===== config.mk =====
export PLATFORM = sky130hd
export DESIGN_NAME = utf8_validating_decoder_top
export DESIGN_NICKNAME = d
export VERILOG_FILES = /design/src/rtl/utf8vd_pkg.sv /design/src/rtl/utf8vd_in_stage.sv /design/src/rtl/utf8vd_core.sv /design/src/rtl/utf8vd_out_stage.sv /design/src/rtl/utf8_validating_decoder_top.sv
export VERILOG_INCLUDE_DIRS = /design/src /design/src/rtl
export SDC_FILE = /design/constraint.sdc
export NUM_CORES = 1
export LEC_CHECK = 0
export ABC_CLOCK_PERIOD_IN_PS = 6060
export BUFFER_PORTS_ARGS = -buffer_cell sky130_fd_sc_hd__buf_2
export CAP_MARGIN = 20
export CORE_ASPECT_RATIO = 0.5
export CORE_MARGIN = 2
export CORE_UTILIZATION = 61
export CTS_CLUSTER_DIAMETER = 200
export DETAILED_ROUTE_END_ITERATION = 12
export PLACE_DENSITY_LB_ADDON = 0.2
export SETUP_SLACK_MARGIN = 0.5
export SKIP_LAST_GASP = 1
export SYNTH_ARGS = -nofsm -noshare
export SYNTH_HDL_FRONTEND = slang
export SYNTH_HIERARCHICAL = 1
export SYNTH_SLANG_ARGS = --single-unit

===== constraint.sdc =====
create_clock -name clk -period 6.06 [get_ports clk]
set_input_delay 0.909 -clock clk [delete_from_list [all_inputs] [get_ports clk]]
set_output_delay 0.909 -clock clk [all_outputs]
set_load 0.005 [all_outputs]

===== src/rtl/utf8_validating_decoder_top_assert.svh =====
// assertion macros for the utf-8 decoder, sampled on clk, disabled in reset
`ifndef UTF8_VALIDATING_DECODER_TOP_ASSERT_SVH
`define UTF8_VALIDATING_DECODER_TOP_ASSERT_SVH

`ifndef ASSERT_OFF

// antecedent on one edge implies consequent on the same edge
`define UVD_ASSERT_IMPLY(lbl, ante, cons) \
    lbl: assert property (@(posedge clk) disable iff (!rst_n) (ante) |-> (cons)) \
        else $error("%m: implication check failed");

// expression must hold on every edge
`define UVD_ASSERT_ALWAYS(lbl, expr) \
    lbl: assert property (@(posedge clk) disable iff (!rst_n) (expr)) \
        else $error("%m: invariant check failed");

`else

`define UVD_ASSERT_IMPLY(lbl, ante, cons)
`define UVD_ASSERT_ALWAYS(lbl, expr)

`endif

`endif


===== src/rtl/utf8vd_pkg.sv =====
`timescale 1ns / 1ps
`default_nettype none

package utf8vd_pkg;

    // result status codes
    localparam logic [1:0] ST_OK        = 2'd0;
    localparam logic [1:0] ST_BAD_LEAD  = 2'd1;
    localparam logic [1:0] ST_BAD_CONT  = 2'd2;
    localparam logic [1:0] ST_TRUNCATED = 2'd3;

    // one input word: a raw byte and its end-of-buffer mark
    typedef struct packed {
        logic [7:0] data_byte;
        logic       buffer_end;
    } in_word_t;

    // one result word
    typedef struct packed {
        logic [20:0] code_point;
        logic [1:0]  status;
        logic [15:0] byte_offset;
        logic [2:0]  seq_length;
        logic        end_of_buffer;
    } out_word_t;

    // step logic to result register
    typedef struct packed {
        logic      emit;
        out_word_t word;
    } step_res_t;

endpackage

`default_nettype wire


===== src/rtl/utf8vd_in_stage.sv =====
`timescale 1ns / 1ps
`default_nettype none

module utf8vd_in_stage (
    input  logic                clk,
    input  logic                rst_n,
    input  logic                raw_valid,
    output logic                raw_stall,
    input  utf8vd_pkg::in_word_t raw,
    input  logic                advance,
    output logic                held_valid,
    output utf8vd_pkg::in_word_t held
);
    import utf8vd_pkg::*;

    logic     valid_reg;
    logic     valid_next;
    in_word_t word_reg;
    logic     load;

    // hold off the source only while a word sits here and cannot move on
    assign raw_stall = valid_reg && !advance;
    assign load      = raw_valid && !raw_stall;

    always_comb
    begin
        valid_next = valid_reg;
        if (load)
        begin
            valid_next = 1'b1;
        end
        else if (advance)
        begin
            valid_next = 1'b0;
        end
    end

    always_ff @(posedge clk or negedge rst_n)
    begin
        if (!rst_n)
        begin
            valid_reg <= 1'b0;
        end
        else
        begin
            valid_reg <= valid_next;
        end
    end

    // payload capture
    always_ff @(posedge clk)
    begin
        if (load)
        begin
            word_reg <= raw;
        end
    end

    assign held_valid = valid_reg;
    assign held       = word_reg;

endmodule

`default_nettype wire


===== src/rtl/utf8vd_core.sv =====
`timescale 1ns / 1ps
`default_nettype none

module utf8vd_core #(
    parameter int unsigned OFFSET_BITS = 16
) (
    input  logic                 clk,
    input  logic                 rst_n,
    input  logic                 advance,
    input  utf8vd_pkg::in_word_t item,
    output utf8vd_pkg::step_res_t res
);
    import utf8vd_pkg::*;

    typedef enum logic [1:0] {
        PH_IDLE,
        PH_COLLECT,
        PH_PENDING,
        PH_SKIP
    } phase_t;

    localparam logic [OFFSET_BITS-1:0] POS_MAX = '1;

    // continuation bytes owed after a lead
    function automatic logic [1:0] cont_count(input logic [7:0] lead);
        logic [1:0] n;
        begin
            if (lead >= 8'hF0)
            begin
                n = 2'd3;
            end
            else if (lead >= 8'hE0)
            begin
                n = 2'd2;
            end
            else
            begin
                n = 2'd1;
            end
            return n;
        end
    endfunction

    // narrowed second-byte ranges after e0, ed, f0 and f4
    function automatic logic second_ok(input logic [7:0] lead, input logic [7:0] b);
        logic ok;
        begin
            unique case (lead)
                8'hE0: ok = (b >= 8'hA0) && (b <= 8'hBF);
                8'hED: ok = (b >= 8'h80) && (b <= 8'h9F);
                8'hF0: ok = (b >= 8'h90) && (b <= 8'hBF);
                8'hF4: ok = (b >= 8'h80) && (b <= 8'h8F);
                default: ok = (b[7:6] == 2'b10);
            endcase
            return ok;
        end
    endfunction

    phase_t                 phase_reg, phase_next;
    logic [1:0]             needed_reg, needed_next;
    logic [1:0]             seen_reg, seen_next;
    logic [7:0]             lead_reg, lead_next;
    logic [20:0]            acc_reg, acc_next;
    logic [OFFSET_BITS-1:0] pos_reg, pos_next;
    logic [OFFSET_BITS-1:0] lead_off_reg, lead_off_next;
    logic [OFFSET_BITS-1:0] pend_off_reg, pend_off_next;

    logic [7:0]             b;
    logic                   eob;
    logic                   cont_ok;
    logic                   last;
    logic [2:0]             so_far;
    logic [1:0]             nc_in;
    logic [1:0]             pend_needed;
    logic [2:0]             trunc_len;
    logic [20:0]            acc_shift;
    logic [20:0]            acc_init;

    logic                   emit;
    logic [20:0]            cp;
    logic [1:0]             st;
    logic [OFFSET_BITS-1:0] off_sel;
    logic [OFFSET_BITS+15:0] off_wide;
    logic [2:0]             len;

    assign b   = item.data_byte;
    assign eob = item.buffer_end;

    // per-byte checks and arithmetic
    assign cont_ok     = (seen_reg == 2'd0) ? second_ok(lead_reg, b) : (b[7:6] == 2'b10);
    assign last        = (needed_reg <= 2'd1);
    assign so_far      = {1'b0, seen_reg} + 3'd2;
    assign nc_in       = cont_count(b);
    assign pend_needed = (needed_reg != 2'd0) ? (needed_reg - 2'd1) : needed_reg;
    assign trunc_len   = {1'b0, cont_count(lead_reg)} + 3'd1 - {1'b0, pend_needed};
    assign acc_shift   = {acc_reg[14:0], b[5:0]};

    // payload bits of the lead byte
    always_comb
    begin
        unique case (nc_in)
            2'd1:    acc_init = {16'b0, b[4:0]};
            2'd2:    acc_init = {17'b0, b[3:0]};
            default: acc_init = {18'b0, b[2:0]};
        endcase
    end

    // next state and result for the word at the head
    always_comb
    begin
        phase_next    = phase_reg;
        needed_next   = needed_reg;
        seen_next     = seen_reg;
        lead_next     = lead_reg;
        acc_next      = acc_reg;
        pos_next      = pos_reg;
        lead_off_next = lead_off_reg;
        pend_off_next = pend_off_reg;
        emit          = 1'b0;
        cp            = '0;
        st            = ST_OK;
        off_sel       = pos_reg;
        len           = 3'd1;

        unique case (phase_reg)
            PH_IDLE:
            begin
                if (!b[7])
                begin
                    emit = 1'b1;
                    cp   = {13'b0, b};
                end
                else if ((b < 8'hC2) || (b > 8'hF4))
                begin
                    emit = 1'b1;
                    st   = ST_BAD_LEAD;
                    if (!eob)
                    begin
                        phase_next = PH_SKIP;
                    end
                end
                else if (eob)
                begin
                    emit = 1'b1;
                    st   = ST_TRUNCATED;
                end
                else
                begin
                    lead_next     = b;
                    lead_off_next = pos_reg;
                    needed_next   = nc_in;
                    seen_next     = 2'd0;
                    acc_next      = acc_init;
                    phase_next    = PH_COLLECT;
                end
            end
            PH_COLLECT:
            begin
                if (cont_ok)
                begin
                    acc_next = acc_shift;
                    if (last)
                    begin
                        emit       = 1'b1;
                        cp         = acc_shift;
                        off_sel    = lead_off_reg;
                        len        = so_far;
                        phase_next = PH_IDLE;
                    end
                    else if (eob)
                    begin
                        emit       = 1'b1;
                        st         = ST_TRUNCATED;
                        off_sel    = lead_off_reg;
                        len        = so_far;
                        phase_next = PH_IDLE;
                    end
                    else
                    begin
                        seen_next   = seen_reg + 2'd1;
                        needed_next = needed_reg - 2'd1;
                    end
                end
                else if (last)
                begin
                    emit       = 1'b1;
                    st         = ST_BAD_CONT;
                    len        = so_far;
                    phase_next = eob ? PH_IDLE : PH_SKIP;
                end
                else if (eob)
                begin
                    emit       = 1'b1;
                    st         = ST_TRUNCATED;
                    off_sel    = lead_off_reg;
                    len        = so_far;
                    phase_next = PH_IDLE;
                end
                else
                begin
                    pend_off_next = pos_reg;
                    seen_next     = seen_reg + 2'd1;
                    needed_next   = needed_reg - 2'd1;
                    phase_next    = PH_PENDING;
                end
            end
            PH_PENDING:
            begin
                needed_next = pend_needed;
                if (pend_needed == 2'd0)
                begin
                    emit       = 1'b1;
                    st         = ST_BAD_CONT;
                    off_sel    = pend_off_reg;
                    len        = {1'b0, seen_reg} + 3'd1;
                    phase_next = eob ? PH_IDLE : PH_SKIP;
                end
                else if (eob)
                begin
                    emit       = 1'b1;
                    st         = ST_TRUNCATED;
                    off_sel    = lead_off_reg;
                    len        = trunc_len;
                    phase_next = PH_IDLE;
                end
            end
            PH_SKIP:
            begin
                if (eob)
                begin
                    phase_next = PH_IDLE;
                end
            end
            default:
            begin
                phase_next = PH_IDLE;
            end
        endcase

        // offset counter: restart per buffer, saturate at the top
        if (eob)
        begin
            pos_next = '0;
            if (phase_next == PH_IDLE)
            begin
                needed_next = 2'd0;
                seen_next   = 2'd0;
            end
        end
        else if (pos_reg != POS_MAX)
        begin
            pos_next = pos_reg + 1'b1;
        end
    end

    // result word, offset cut or widened to 16 bits
    assign off_wide = {16'b0, off_sel};

    always_comb
    begin
        res.emit               = emit && advance;
        res.word.code_point    = cp;
        res.word.status        = st;
        res.word.byte_offset   = off_wide[15:0];
        res.word.seq_length    = len;
        res.word.end_of_buffer = eob;
    end

    // decoder state
    always_ff @(posedge clk or negedge rst_n)
    begin
        if (!rst_n)
        begin
            phase_reg    <= PH_IDLE;
            needed_reg   <= 2'd0;
            seen_reg     <= 2'd0;
            lead_reg     <= 8'd0;
            acc_reg      <= 21'd0;
            pos_reg      <= '0;
            lead_off_reg <= '0;
            pend_off_reg <= '0;
        end
        else if (advance)
        begin
            phase_reg    <= phase_next;
            needed_reg   <= needed_next;
            seen_reg     <= seen_next;
            lead_reg     <= lead_next;
            acc_reg      <= acc_next;
            pos_reg      <= pos_next;
            lead_off_reg <= lead_off_next;
            pend_off_reg <= pend_off_next;
        end
    end

endmodule

`default_nettype wire


===== src/rtl/utf8vd_out_stage.sv =====
`timescale 1ns / 1ps
`default_nettype none

module utf8vd_out_stage (
    input  logic                  clk,
    input  logic                  rst_n,
    input  logic                  advance,
    input  utf8vd_pkg::step_res_t res,
    input  logic                  dec_stall,
    output logic                  dec_valid,
    output utf8vd_pkg::out_word_t dec,
    output logic                  out_ready
);
    import utf8vd_pkg::*;

    logic      valid_reg;
    logic      valid_next;
    out_word_t word_reg;

    // free when empty or when the held word leaves this edge
    assign out_ready = !valid_reg || !dec_stall;

    always_comb
    begin
        valid_next = valid_reg;
        if (advance)
        begin
            valid_next = res.emit;
        end
        else if (!dec_stall)
        begin
            valid_next = 1'b0;
        end
    end

    always_ff @(posedge clk or negedge rst_n)
    begin
        if (!rst_n)
        begin
            valid_reg <= 1'b0;
        end
        else
        begin
            valid_reg <= valid_next;
        end
    end

    // result payload
    always_ff @(posedge clk)
    begin
        if (advance && res.emit)
        begin
            word_reg <= res.word;
        end
    end

    assign dec_valid = valid_reg;
    assign dec       = word_reg;

endmodule

`default_nettype wire


===== src/rtl/utf8_validating_decoder_top.sv =====
`timescale 1ns / 1ps
`default_nettype none

// UTF-8 validating decoder. Takes one byte word per cycle on the raw channel
// while raw_stall is low, and gives at most one result word on the dec
// channel per byte: a code point for each complete well-formed character, or
// one error word (bad lead, bad continuation, truncated) for the first fault
// in a buffer, after which bytes are dropped up to buffer_end. Each byte
// passes an input register, one stage of compare and shift logic that
// updates the decoder state, and a result register that takes its outcome
// when the byte leaves the input register; the single state update per byte
// sets the byte rate.
// raw_stall rises only while the input register is full and the result
// register holds a word that dec_stall keeps back. Offsets count within a
// buffer, saturate at 2^OFFSET_BITS - 1, and byte_offset carries the low
// 16 bits.
module utf8_validating_decoder_top #(
    parameter int unsigned OFFSET_BITS = 16
) (
    input  logic                  clk,
    input  logic                  rst_n,
    input  logic                  raw_valid,
    output logic                  raw_stall,
    input  utf8vd_pkg::in_word_t  raw,
    output logic                  dec_valid,
    input  logic                  dec_stall,
    output utf8vd_pkg::out_word_t dec
);
    import utf8vd_pkg::*;

`include "utf8_validating_decoder_top_assert.svh"

    logic      held_valid;
    in_word_t  held;
    logic      out_ready;
    logic      advance;
    step_res_t res;
    logic      ok_word;
    logic      bad_lead_word;
    logic      cp_surrogate;

    // a held byte moves when the result register can take its outcome
    assign advance = held_valid && out_ready;

    utf8vd_in_stage u_in_stage (
        .clk        (clk),
        .rst_n      (rst_n),
        .raw_valid  (raw_valid),
        .raw_stall  (raw_stall),
        .raw        (raw),
        .advance    (advance),
        .held_valid (held_valid),
        .held       (held)
    );

    utf8vd_core #(
        .OFFSET_BITS (OFFSET_BITS)
    ) u_core (
        .clk     (clk),
        .rst_n   (rst_n),
        .advance (advance),
        .item    (held),
        .res     (res)
    );

    utf8vd_out_stage u_out_stage (
        .clk       (clk),
        .rst_n     (rst_n),
        .advance   (advance),
        .res       (res),
        .dec_stall (dec_stall),
        .dec_valid (dec_valid),
        .dec       (dec),
        .out_ready (out_ready)
    );

    // checks
    assign ok_word       = dec_valid && (dec.status == ST_OK);
    assign bad_lead_word = dec_valid && (dec.status == ST_BAD_LEAD);
    assign cp_surrogate  = (dec.code_point >= 21'h00D800) && (dec.code_point <= 21'h00DFFF);

    `UVD_ASSERT_IMPLY(a_ok_scalar, ok_word, (dec.code_point <= 21'h10FFFF) && !cp_surrogate)
    `UVD_ASSERT_IMPLY(a_err_zero_cp, dec_valid && (dec.status != ST_OK), dec.code_point == 21'd0)
    `UVD_ASSERT_IMPLY(a_bad_lead_len, bad_lead_word, dec.seq_length == 3'd1)
    `UVD_ASSERT_ALWAYS(a_stall_cause, !raw_stall || (dec_valid && dec_stall))

endmodule

`default_nettype wire

==> reports/qor.txt, run 1 <==
RSZ-0062 raised after global routing: no
FMAX: 0.327 GHz
Setup-failing EPs final: 0
Die ar.: 0.0116 mm2
CTS H-Tree Depth: 4
Core area: 0.0103 mm2
Pleak: 0.00322 uW
Crit path DAT: 3340 ps
Switching power: 1020 uW
Fin. max-slew vios: 0
Post-synth EDFFs: 52
First-pass GRT wire length: 23200 um
Synthesized area: 0.00655 mm2
Net count, final: 624
Actual slew at the worst max-slew pin: 805 ps
CP Launch Type: register
Share of cells above drive strength 1: 0.251
Setup TNS: 0 ps
Synth cell types: 67
HP Class: input pin to asynchronous set/reset pin
Crit-path slowest cell: nor4bb_1
Maximum clock path buffer count: 2
Synthesis Warnings: 6
Most common library cells after synthesis: 79 x dfrtp_1, 52 x edfxtp_1, 40 x nor2_1
FF-to-FF Start: u_core/phase_reg[0]
Antenna violation net count after detailed routing: 0
Grt ovf: 0
Count of input and output buffers: 57
First-pass DRT Iterations: 5
Max cap viols: 0
Yosys reg bits: 131
Sw Share: 0.306
Detailed-route wire length: 14000 um
RR Endpoint: u_out_stage/dec[4]
Cell taking the most area after synthesis: dfrtp_1
Number of post-CTS setup repair buffers: 0
CP endpoint kind: register
Area grow syn2layout: 15.4%
# DRC: 0
Cells after synthesis: 551
Status: finished, final reports clean
DR iter-0 viols: 499
Power per cell area: 442 mW/mm2
Max-slew headroom: 0.456
Final Critical Period: 3060 ps
Syn Area/Cell: 11.9 um2
Count leader, synth: dfrtp_1
CP bufs+invs: 0
I/O Pins: 58
Fill cells: 702
Detailed placement HPWL: 8140 um
CP Class: register to register
Hold_buf cts: 0
CTS root buf: clkbuf_16
Tcrit/Tclk final: 0.505
Final Hold Fails: 0
Largest stage delay on the critical path: 790 ps
Dominant cells by area after synthesis: dfrtp_1 30%, edfxtp_1 24%, mux2_2 4.5%
Per-cell routed wire length: 18.6 um
Syn nets: 579
Number of global-route vias before repair: 4437
Max reg flops: 43
R2r worst-path depth: 4
CTS resizes: 0
Seq/Total Area, Yosys: 0.540
Placed cell count: 716
Clock network power share: 0.360
CP cell instances: ha_1 > nor4bb_1 > a311o_1 > a221o_1
Ys flop type: dfrtp_1
Top Metal Used: met4
GP Congestion: 0.862
Final design area excluding fillers: 0.00756 mm2
Flop2flop setup slack: 3000 ps
Critical path required time: 6340 ps
Post-DR vias/cell: 6.21
Met3 WL: 801 um
Crit Path Max Fanout: 15
Layout Skew: 9.46 ps
Final Hold Slack: 450 ps
Vias: 4649
Sequential Power Share: 0.387
Initial core utilization: 0.635
TritonCTS clock tree: built
CP top delay family: compound AO/OA/AOI/OAI gates
Post-synth ARST share: 0.603
Met1 WL: 6300 um
Register area: 0.00354 mm2
Die W: 151 um
Fin cells: 749
Comb power frac: 0.253
GRT Util Overall: 0.260
Chip height: 77.3 um
Multi-input logic area: 0.00277 mm2
Clock Latency Late Sink: 420 ps
Clk sink count: 131
Int Pwr: 2320 uW
Largest net degree at the start of global routing: 80
Final core occ: 0.733
Met2 WL post-DR: 6660 um
CTS Buf Count: 17
Row cnt: 26
Placed Area: 0.00684 mm2
Antenna violations before repair: 0
Largest reg by FF count: u_out_stage/dec
Synth top area share: 0.302
Worst-path clk slew: 60 ps
Worst vdd ir: 0.227 mV
Antenna Cells: 0
per-layer routing:
layer,vias up,global-route usage
li1,2136,-
met1,2321,0.356
met2,166,0.404
met3,26,0.0619
met4,0,0.0991
met5,-,0
cell families after synthesis:
logic type | after synthesis | share of synthesized area
AO/OA/AOI/OAI | 124 | 0.138
XOR/XNOR | 10 | 0.0134
adder cells (fa/ha/maj) | 15 | 0.0287
buffers and inverters | 49 | 0.0373
flip-flops | 131 | 0.540
multiplexers | 60 | 0.110
AND/OR/NAND/NOR | 162 | 0.131
through the flow:
| stage | worst slack [ps] | total power, uW |
|---|---|---|
| 2_1_floorplan | 3610 | 1850 |
| 3_3_place_gp | 2890 | 2100 |
| 3_5_place_dp | 2790 | 2130 |
| 4_1_cts | 3070 | 3340 |
| 5_1_grt | 2770 | 3500 |
| 6_report | 3000 | 3340 |
worst max path at each step:
stage,from,end,slack (ps),depth (start not counted)
3_5_place_dp,dec_stall,u_core/lead_off_reg[2],2790,8
4_1_cts,u_core/phase_reg[1],u_out_stage/dec[11],3070,5
2_1_floorplan,u_in_stage/held[0],u_out_stage/dec[0],3610,8
3_3_place_gp,dec_stall,u_core/lead_off_reg[0],2890,8
6_report,u_core/phase_reg[0],u_out_stage/dec[4],3000,4
5_1_grt,u_core/phase_reg[1],u_out_stage/dec[12],2770,5
power by group through the flow:
| stage | clock network (uW) | registers (uW) | logic [uW] |
|---|---|---|---|
| 2_1_floorplan | 0 | 1290 | 566 |
| 3_3_place_gp | 0 | 1290 | 801 |
| 3_5_place_dp | 0 | 1300 | 826 |
| 4_1_cts | 1210 | 1290 | 837 |
| 5_1_grt | 1250 | 1320 | 925 |
| 6_report | 1200 | 1290 | 845 |
worst register-to-register path: cells and delay by family, from the launching register on:
| family | cells | cell delay [ps] |
|---|---|---|
| adder cells (fa/ha/maj) | 1 | 590 |
| AND/OR/NAND/NOR | 1 | 790 |
| AO/OA/AOI/OAI | 2 | 1040 |
| flip-flops | 1 | 490 |
final cells by class:
class                      instances  area share
tap                              140      0.0232
clock inverter                    13      0.0336
timing repair buffer              61      0.0437
multi-input combinational        371       0.366
inverter                          14     0.00695
sequential                       131       0.468
clock buffer                      19      0.0586
layout by cell type, fill, tap and decap left out, types with 3 or more instances in the layout:
cell / n
nand2_1: 28
buf_4: 4
a211oi_1: 16
and2_1: 23
mux2i_1: 16
bufinv_16: 7
ha_1: 15
nor3_1: 10
a21o_1: 4
o211ai_1: 10
buf_2: 56
nand2b_1: 9
mux2_4: 18
a22o_1: 10
nor2b_1: 5
mux2_2: 26
o21ai_0: 21
nand3_1: 12
dfrtp_1: 79
xor2_1: 9
a221o_1: 16
a21oi_1: 19
nor2_1: 40
or2_2: 7
edfxtp_1: 52
clkbuf_16: 17
or3_1: 6
o31ai_1: 3
inv_1: 14
a31oi_1: 3
No activity file was read; power rests on OpenSTA's default activity.
==> run 2, diff against run 1 <==
--- a/config.mk
+++ b/config.mk
@@ -6,12 +6,12 @@
 export SDC_FILE = /design/constraint.sdc
 export NUM_CORES = 1
 export LEC_CHECK = 0
-export ABC_CLOCK_PERIOD_IN_PS = 6060
+export ABC_CLOCK_PERIOD_IN_PS = 3000
 export BUFFER_PORTS_ARGS = -buffer_cell sky130_fd_sc_hd__buf_2
 export CAP_MARGIN = 20
 export CORE_ASPECT_RATIO = 0.5
 export CORE_MARGIN = 2
-export CORE_UTILIZATION = 61
+export CORE_UTILIZATION = 60
 export CTS_CLUSTER_DIAMETER = 200
 export DETAILED_ROUTE_END_ITERATION = 12
 export PLACE_DENSITY_LB_ADDON = 0.2
==> constraint.sdc (replaced) <==
create_clock -name clk -period 3 [get_ports clk]
set_input_delay 0.45 -clock clk [delete_from_list [all_inputs] [get_ports clk]]
set_output_delay 0.45 -clock clk [all_outputs]
set_load 0.005 [all_outputs]
==> run 2 against run 1 <==
First-iteration DRC count decreased by 1.0%. Core utilization is 0.85 points higher. Register-to-register slack worse by 2500 ps. Die area is 1.6% higher. Critical path depth is 2 higher. Setup slack worse by 2500 ps. Power is 99% higher. Sequential cell count stayed put. Clock power up 72%. Largest cell class unchanged.
==> reports/qor.txt, run 2 (synthesis results as in run 1) <==
Status: finished, final reports clean
DR iter-0 viols: 494
Register area: 0.00354 mm2
Layout Skew: 10.6 ps
Max-slew headroom: 0.496
RSZ-0062 raised after global routing: yes
Setup TNS: 0 ps
Largest reg by FF count: u_out_stage/dec
CP cell instances: nor3_1 > a2111oi_4 > a31o_2 > a311o_1 > buf_4 > a221o_1
Crit Path Max Fanout: 15
Crit-path slowest cell: dfrtp_1
CTS root buf: clkbuf_16
Power per cell area: 860 mW/mm2
Commonest non-fill, non-tap cells in the layout: 78 x dfrtp_1, 56 x buf_2, 52 x edfxtp_1
I/O Pins: 58
Fin. max-slew vios: 0
Final Hold Fails: 0
Number of global-route vias before repair: 4496
Pleak: 0.00331 uW
First-pass DRT Iterations: 5
Share of cells above drive strength 1: 0.280
Maximum clock path buffer count: 2
Largest stage delay on the critical path: 450 ps
Total Power: 6640 uW
Antenna violations before repair: 0
Flop2flop setup slack: 470 ps
GP Congestion: 0.897
Largest net degree at the start of global routing: 80
Max reg flops: 43
Clk sink count: 131
Commonest non-fill, non-tap cell in the layout: dfrtp_1
CP Class: register to register
CP bufs+invs: 1
RR Endpoint: u_out_stage/dec[6]
Per-cell routed wire length: 19.2 um
Count of input and output buffers: 57
Detailed placement HPWL: 8860 um
Core area: 0.0104 mm2
CTS H-Tree Depth: 4
Antenna violation net count after detailed routing: 0
Post-DR vias/cell: 6.17
Multi-input logic area: 0.00282 mm2
First-pass GRT wire length: 23500 um
Vias: 4785
Initial core utilization: 0.629
Final Critical Period: 2530 ps
Die W: 152 um
Worst setup path startpoint: u_core/lead_reg[0]
Row cnt: 26
FF-to-FF Start: u_core/lead_reg[0]
Detailed-route wire length: 14900 um
Clock Latency Late Sink: 410 ps
Actual slew at the worst max-slew pin: 753 ps
R2r worst-path depth: 6
GRT Util Overall: 0.260
CP endpoint kind: register
CP Launch Type: register
Net count, final: 651
HP Class: input pin to asynchronous set/reset pin
Crit path DAT: 2690 ps
FMAX: 0.395 GHz
Die ar.: 0.0118 mm2
Setup-failing EPs final: 0
CTS Buf Count: 17
Hold_buf cts: 0
# DRC: 0
Fill cells: 713
Area grow syn2layout: 17.9%
Critical path required time: 3160 ps
Antenna Cells: 0
CP top delay family: compound AO/OA/AOI/OAI gates
Final core occ: 0.741
Chip height: 77.9 um
Tcrit/Tclk final: 0.843
Grt ovf: 0
Worst vdd ir: 0.503 mV
Max cap viols: 0
Worst-path clk slew: 50 ps
TritonCTS clock tree: built
run 2: cell type report:
type	count	area share
tap	140	0.0227
multi-input combinational	372	0.365
clock inverter	7	0.0141
timing repair buffer	87	0.0713
clock buffer	24	0.0611
sequential	131	0.459
inverter	14	0.00681
run 2: report_power, final:
part           leakage, uW  switching [uW]  internal (uW)
logic              0.00147            1140            809
clock network     0.000285             723           1340
registers          0.00156             279           2350
run 2: worst register-to-register path, stage by stage (launching register included):
cell	delay (ps)
dfrtp_1	450
nor3_1	400
a2111oi_4	160
a31o_2	330
a311o_1	370
buf_4	210
a221o_1	370
run 2: worst max path at each step:
stage / to / slack (ps) / depth (start not counted)
4_1_cts: u_out_stage/dec[6] / 520 / 6
3_5_place_dp: u_out_stage/dec[39] / 400 / 7
2_1_floorplan: u_out_stage/dec[0] / 550 / 8
5_1_grt: u_out_stage/dec[11] / 440 / 6
6_report: u_out_stage/dec[6] / 470 / 6
3_3_place_gp: u_out_stage/dec[34] / 440 / 7
run 2: what timing repair did:
action                                  in CTS  in global routing
gates resized for setup                      1                  8
cloned                                       0                  1
endpoints found under the setup margin      33                 94
pin swaps                                    0                  2
buffers inserted                             2                 10
run 2: layer usage:
metal | track usage | share of wire | up-vias | routed length (um)
li1 | - | - | 2186 | -
met3 | 0.0653 | 0.068 | 31 | 1020
met1 | 0.372 | 0.46 | 2350 | 6820
met5 | 0 | 0 | - | 0
met4 | 0.0852 | 0.016 | 0 | 238
met2 | 0.391 | 0.46 | 218 | 6840
run 2: through the flow:
step	instance area (um2)	std cells	setup slack (ps)	hold WS [ps]
2_1_floorplan	6550	551	553	154
3_3_place_gp	6960	730	439	453
3_5_place_dp	6960	730	396	456
4_1_cts	7570	763	520	202
5_1_grt	7720	775	443	40.4
6_report	7720	775	470	11.4
==> run 3, diff against run 2 <==
--- a/config.mk
+++ b/config.mk
@@ -6,7 +6,7 @@
 export SDC_FILE = /design/constraint.sdc
 export NUM_CORES = 1
 export LEC_CHECK = 0
-export ABC_CLOCK_PERIOD_IN_PS = 3000
+export ABC_CLOCK_PERIOD_IN_PS = 2600
 export BUFFER_PORTS_ARGS = -buffer_cell sky130_fd_sc_hd__buf_2
 export CAP_MARGIN = 20
 export CORE_ASPECT_RATIO = 0.5
==> constraint.sdc (replaced) <==
create_clock -name clk -period 2.6 [get_ports clk]
set_input_delay 0.39 -clock clk [delete_from_list [all_inputs] [get_ports clk]]
set_output_delay 0.39 -clock clk [all_outputs]
set_load 0.005 [all_outputs]
==> run 3 against run 2 <==
Die area unchanged. Setup slack got worse by 150 ps. Non-clock buffer count increased by 45. Power increased by 26%. Global-route usage increased by 3.0 points. Wire length increased by 16%. Final cell count increased by 5.9%. Core utilization increased by 7.0 points. Sequential share of layout area decreased by 3.9 points. Sequential power increased by 16%. Critical endpoint is now u_out_stage/dec[25].
==> reports/qor.txt, run 3 (synthesis results as in run 1) <==
Status: finished, final reports clean
Commonest non-fill, non-tap cell in the layout: dfrtp_1
DR iter-0 viols: 468
Grt ovf: 0
Number of global-route vias before repair: 4914
First-pass GRT wire length: 25800 um
First-pass DRT Iterations: 5
Worst vdd ir: 0.688 mV
Antenna violations before repair: 0
CP endpoint kind: register
Fin cells: 821
Row cnt: 26
Setup TNS: 0 ps
# DRC: 0
Final Critical Period: 2280 ps
CP Launch Type: register
FMAX: 0.439 GHz
Post-Place Setup Slack: 85.0 ps
CTS Buf Count: 17
GP Congestion: 0.987
Vias: 5213
Fin. max-slew vios: 0
Share of cells above drive strength 1: 0.405
Net count, final: 696
Largest reg by FF count: u_out_stage/dec
Clock Latency Late Sink: 420 ps
Detailed placement HPWL: 9490 um
GRT Util Overall: 0.290
Max reg flops: 43
Placed cell count: 746
Worst-path clk slew: 60 ps
I/O Pins: 58
Actual slew at the worst max-slew pin: 500 ps
Tcrit/Tclk final: 0.877
Area grow syn2layout: 29.0%
Crit path DAT: 2410 ps
CTS root buf: clkbuf_16
Max-slew headroom: 0.667
Per-cell routed wire length: 21.2 um
RSZ-0062 raised after global routing: yes
Clk sink count: 131
Final Hold Slack: 144 ps
HP Class: input pin to register
Critical path required time: 2730 ps
Detailed-route wire length: 17400 um
Die ar.: 0.0118 mm2
Antenna Cells: 0
Crit Path Max Fanout: 12
Layout Skew: 8.59 ps
CTS H-Tree Depth: 4
Chip height: 77.9 um
Commonest non-fill, non-tap cells in the layout: 73 x dfrtp_1, 57 x buf_4, 56 x buf_2
Pleak: 0.00362 uW
Initial core utilization: 0.629
Largest net degree at the start of global routing: 39
Antenna violation net count after detailed routing: 0
Setup ws final: 321 ps
Maximum clock path buffer count: 2
Core area: 0.0104 mm2
CP Class: register to register
Post-DR vias/cell: 6.35
Power per cell area: 988 mW/mm2
Setup-failing EPs final: 0
Final Hold Fails: 0
Die W: 152 um
TritonCTS clock tree: built
Count of input and output buffers: 57
Max cap viols: 0
Final core occ: 0.811
-- run 3: what timing repair did --
action,CTS,global route
pin swaps,21,14
gates cloned,3,5
endpoints found under the hold margin,36,0
hold buffers,1,0
endpoints found under the setup margin,140,152
gates resized for setup,26,54
setup buffers,22,12
-- run 3: worst max-delay path, cell delays in order (launching register included) --
cell and delay, ps:
edfxtp_1 440, or4_4 530, o21ai_4 150, o31a_1 200
a21oi_2 60, nor2_1 120, and2_4 190, buf_12 140
buf_12 140
-- run 3: power breakdown --
part	switching, uW	internal, uW	leakage, uW
Sequential	340	2720	0.00155
Combinational	1590	1360	0.00179
Clock	910	1430	0.000279
-- run 3: layout make-up --
cell class / count / area [um2]
Multi-Input combinational cell: 372 / 3040
Sequential cell: 131 / 3550
Tap cell: 140 / 175
Timing Repair Buffer: 132 / 1050
Clock inverter: 14 / 138
Inverter: 14 / 52.6
Fill cell: 551 / 1960
Clock buffer: 18 / 439
-- run 3: path summary, 6_finish.rpt --
check / start / end / slack, ps / cells past startpoint
setup / recovery: u_in_stage/held[6] / u_out_stage/dec[25] / 320 / 8
hold / removal: raw[7] / u_in_stage/held[7] / 140 / 1
setup reg to reg: u_in_stage/held[6] / u_out_stage/dec[25] / 320 / 8
hold reg to reg: u_core/lead_reg[6] / u_core/lead_reg[6] / 500 / 1
max in group asynchronous: rst_n / u_core/lead_reg[3] / 1370 / 3
min in group asynchronous: rst_n / u_core/pend_off_reg[5] / 470 / 2
-- run 3: through the flow --
step / power (uW) / cell area, um2
final: 8350 / 8450
after global routing: 8710 / 8450
after CTS: 7900 / 8060
after detailed placement: 5180 / 7110
after global placement: 5120 / 7110
after floorplan: 4340 / 6570
-- run 3: per-layer routing --
metal	up-vias	wire, um	global-route usage
li1	2288	-	-
met1	2582	7060	0.386
met2	273	8310	0.467
met3	70	1340	0.0641
met4	0	651	0.111
met5	-	0	0
